<file path="config.mk">
export PLATFORM = sky130hd
export DESIGN_NAME = bcs_weight
export DESIGN_NICKNAME = d
export VERILOG_FILES = /design/src/rtl/core/bcs_pkg.sv /design/src/rtl/core/bcs_weight.sv
export SDC_FILE = /design/constraint.sdc
export NUM_CORES = 2
export LEC_CHECK = 0
export BUFFER_PORTS_ARGS = -buffer_cell sky130_fd_sc_hd__buf_2
export CORE_MARGIN = 3
export CORE_UTILIZATION = 52
export CTS_CLUSTER_DIAMETER = 50
export CTS_CLUSTER_SIZE = 30
export DETAILED_ROUTE_END_ITERATION = 7
export PLACE_DENSITY = 0.7
export SETUP_SLACK_MARGIN = 0.1
export SLEW_MARGIN = 0
export SYNTH_ARGS = -nofsm -noshare
export SYNTH_HDL_FRONTEND = slang
export SYNTH_SLANG_ARGS = --single-unit
</file>
<file path="constraint.sdc">
create_clock -name clk -period 14.5 [get_ports clk]
set_input_delay 1.45 -clock clk [delete_from_list [all_inputs] [get_ports clk]]
set_output_delay 1.45 -clock clk [all_outputs]
set_load 0.05 [all_outputs]
</file>
<file path="src/rtl/core/bcs_pkg.sv">
`timescale 1ns / 1ps
// ----------------------------------------------------------------------------
// bcs_pkg: shared constants and helpers for the Boltzmann cost sampler
// Table of 2^-k/8 in Q1.16, log2(e) in Q.16 and default sizes.
// ----------------------------------------------------------------------------
package bcs_pkg;

    localparam int          DEF_MAX_COSTS = 64;
    localparam int          COST_W        = 32;
    localparam int          ITEMP_W       = 24;
    localparam int          DRAW_W        = 16;
    localparam int          IDX_W         = 6;
    localparam int          WEIGHT_W      = 17;
    localparam logic [23:0] ITEMP_RESET   = 24'd65536;
    localparam logic [16:0] LOG2E_Q16     = 17'd94548;
    localparam logic [31:0] SIGN_FLIP     = 32'h8000_0000;

    function automatic logic [16:0] pow2_frac(input logic [3:0] k);
        logic [16:0] v;
        begin
            unique case (k)
                4'd0:    v = 17'd65536;
                4'd1:    v = 17'd60097;
                4'd2:    v = 17'd55109;
                4'd3:    v = 17'd50535;
                4'd4:    v = 17'd46341;
                4'd5:    v = 17'd42495;
                4'd6:    v = 17'd38968;
                4'd7:    v = 17'd35734;
                default: v = 17'd32768;
            endcase
            return v;
        end
    endfunction

endpackage

</file>
<file path="src/rtl/core/bcs_weight.sv">
`timescale 1ns / 1ps
// ----------------------------------------------------------------------------
// bcs_weight: pipelined exp(-d*inv_temp) weight unit
// Four register stages: d*inv_temp, >>16, times log2(e) split in halves, table blend.
// ----------------------------------------------------------------------------
module bcs_weight
    import bcs_pkg::*;
(
    input  logic                clk,
    input  logic                rst_n,
    input  logic                in_vld,
    input  logic [COST_W-1:0]   diff,
    input  logic [ITEMP_W-1:0]  inv_temp,
    output logic                out_vld,
    output logic [WEIGHT_W-1:0] weight
);

    logic [3:0]  vld_reg;
    logic [55:0] x_full_reg;
    logic [39:0] x_reg;
    logic [56:0] y_lo_reg, y_hi_reg;
    logic [57:0] y;
    logic [15:0] f;
    logic [16:0] ta, tb;
    logic [29:0] prod;
    logic [16:0] m;
    logic [WEIGHT_W-1:0] weight_reg;

    // Stage 1: d * inv_temp, 32x24.
    // Stage 2: x = >>16; then y = x*LOG2E split into two 20x17 halves (stage 3).
    assign y = {1'b0, y_hi_reg} + {1'b0, y_lo_reg};
    assign f = y[31:16];
    assign ta = pow2_frac({1'b0, f[15:13]});
    assign tb = pow2_frac({1'b0, f[15:13]} + 4'd1);
    assign prod = (ta - tb) * {4'd0, f[12:0]};
    assign m = ta - 17'(prod >> 13);

    always_ff @(posedge clk or negedge rst_n)
    begin
        if (!rst_n)
        begin
            vld_reg <= '0;
        end
        else
        begin
            vld_reg <= {vld_reg[2:0], in_vld};
        end
    end

    always_ff @(posedge clk)
    begin
        x_full_reg <= diff * inv_temp;
        x_reg      <= x_full_reg[55:16];
        y_lo_reg   <= {20'd0, 37'(x_reg[19:0]) * 37'(LOG2E_Q16)};
        y_hi_reg   <= {37'(x_reg[39:20]) * 37'(LOG2E_Q16), 20'd0};
        if (y[57:32] > 26'd16)
            weight_reg <= '0;
        else
            weight_reg <= m >> y[36:32];
    end

    assign out_vld = vld_reg[3];
    assign weight  = weight_reg;

endmodule
</file>
==> impl_metrics.json <==
{
  "place.gp.congestion": 0.894,
  "clk_path_buf_depth": 2,
  "initial_core_util": 0.528,
  "routed-wl-met3_mm": 7.36,
  "setup_viol": 0,
  "min_path_type": "register to register",
  "maxCapViolations": 0,
  "yosysSeqAreaShare": 0.0663,
  "critPathCaptureType": "register",
  "grt-ovfl-total": 0,
  "max_freq_mhz": 74.9,
  "fin_area_mm2": 0.0498,
  "layout.nets": 6816,
  "drc_errors": 0,
  "syn_inst": 5130,
  "grt_max_degree": 36,
  "ctsHoldBuffers": 0,
  "final_common_cell": "inv_1",
  "fin_crit_sh": 0.921,
  "dp_hpwl_mm": 90.7,
  "die_h_um": 309,
  "portBuffers": 76,
  "drt_iter0_drc": 1971,
  "worst_hold_path.endpoint": "x_reg[3]",
  "drtPass1Iterations": 7,
  "worst_r2r_startpoint": "y_lo_reg[24]",
  "cts_resized": 0,
  "critPathLaunchType": "register",
  "synth_edf_count": 0,
  "drt-met1-wl_mm": 46.6,
  "grt_pass1_vias": 37153,
  "synth.avg_cell_area_um2": 9.30,
  "die_w_um": 309,
  "cp_common_cell": "a21oi_1",
  "skew_ns": 0.0223,
  "rsz0062_at_grt": "false",
  "tns_ns": 0,
  "worst_slew_pin_slew_ns": 1.22,
  "r2r_slack_ns": 1.14,
  "clk_root_buffer_cell": "clkbuf_16",
  "synth_nets": 6856,
  "routed_wirelength_mm": 117,
  "viasPerCell": 5.43,
  "dpl_cell_area_mm2": 0.0492,
  "cts_buffers": 17,
  "antenna_found_initial": 3,
  "crit_arrival_ns": 13.74,
  "status": "completed",
  "wl_met2_mm": 58.9,
  "hold_viol": 0,
  "area_delta_synth_final_pct": 4.50,
  "cts_setup_buffers": 0,
  "ant_nets": 0,
  "timing.rr.end": "weight[1]",
  "num_rows": 110,
  "clock-sinks": 157,
  "slowest_stage": "xnor2_2",
  "crit_path_max_fanout": 12,
  "top_layer": "met4",
  "ys_ff_latch": 157,
  "synth_cell_types": 84,
  "syn-cell-area_mm2": 0.0477,
  "rr_worst_depth": 54,
  "gr-usage-all-layers": 0.256,
  "maxSlewHeadroom": 0.180,
  "hp-start": "x_full_reg[19]",
  "clkTransAtPathRegs_ns": 0.08,
  "cts_tree": "yes",
  "final_cell_mix": "inv_1, fa_1, nand2_1",
  "hold_depth": 0,
  "synthFlopType": "dfxtp_1",
  "yosys_warnings": 0,
  "io_pins": 77,
  "grt_pass1_wl_mm": 192,
  "critical_path_class": "register to register",
  "die_area_mm2": 0.0954,
  "wl_per_cell_um": 18.6,
  "drive_above_1_share": 0.0378,
  "crit_required_ns": 14.88,
  "cts_htree_levels": 4,
  "clk_latency_ns": 0.46,
  "synthArstFlopShare": 0.0255,
  "slew_viol_final": 0,
  "core_mm2": 0.0904,
  "max_stage_delay_ns": 0.66,
  "critPathLaunch": "y_lo_reg[24]",
  "num_vias": 34132,
  "fin_crit_ns": 13.36
}
## synthesized netlist by cell type (22+ instances only)
| cell type | number | area (um^2) |
|---|---|---|
| fa_1 | 1057 | 21200 |
| nand3_1 | 27 | 135 |
| a21o_1 | 38 | 285 |
| clkbuf_1 | 174 | 653 |
| nor2b_1 | 39 | 244 |
| dfxtp_1 | 153 | 3060 |
| ha_1 | 610 | 7630 |
| o21ai_0 | 58 | 290 |
| nor3_1 | 35 | 175 |
| and2_1 | 302 | 1890 |
| a211oi_1 | 22 | 165 |
| nand2b_1 | 37 | 231 |
| inv_1 | 1155 | 4340 |
| a21oi_1 | 111 | 556 |
| xnor2_1 | 98 | 858 |
| o21a_1 | 38 | 285 |
| xor2_1 | 47 | 412 |
| nor2_1 | 175 | 657 |
| nand2_1 | 715 | 2680 |
## metrics by stage
stage | util | setup WS [ns] | std cells | hold WS [ns]
CTS | 0.551 | 1.16 | 6279 | 0.321
detailed placement | 0.544 | 1.18 | 6247 | 0.312
floorplan | - | 2.10 | 5130 | 0.310
finish | 0.551 | 1.14 | 6282 | 0.323
global placement | 0.544 | 1.36 | 6247 | 0.310
global route | 0.551 | 0.339 | 6282 | 0.329
## cells by family after synthesis
group           share of synthesized area
fa+ha+maj                           0.604
xor+xnor                           0.0285
simple gates                        0.138
mux                               0.00588
buf+inv                             0.105
compound gates                     0.0524
flops                              0.0663
## critical path: cells and delay by family (launching register included)
family                   cells  cell delay, ns
AO/OA/AOI/OAI               23            4.44
XOR/XNOR                     3            1.16
adder cells (fa/ha/maj)     11            4.58
buffers and inverters        7            0.58
flip-flops                   1            0.30
AND/OR/NAND/NOR             10            2.18
## routing by layer
metal,track usage,vias to the layer above
met2,0.451,1162
met5,0,-
met4,0.0841,0
met1,0.325,17318
li1,-,15374
met3,0.0366,278
## how the worst max path moves through the flow
| stage | slack, ns | to |
|---|---|---|
| after floorplan | 2.10 | weight[0] |
| after detailed placement | 1.18 | weight[1] |
| after global routing | 0.34 | weight[0] |
| after CTS | 1.16 | weight[1] |
| after global placement | 1.36 | weight[1] |
| final | 1.14 | weight[1] |
## layout make-up
class | count | area, um^2
Timing Repair Buffer | 120 | 711
Multi-Input combinational cell | 3636 | 39500
Clock buffer | 17 | 425
Sequential cell | 157 | 3160
Clock inverter | 15 | 191
Fill cell | 7978 | 40600
Tap cell | 1176 | 1470
Antenna cell | 3 | 7.51
Inverter | 1158 | 4350
Power is not shown: default switching activity piles up to over one toggle a cycle in this logic, so the estimate is an artifact.
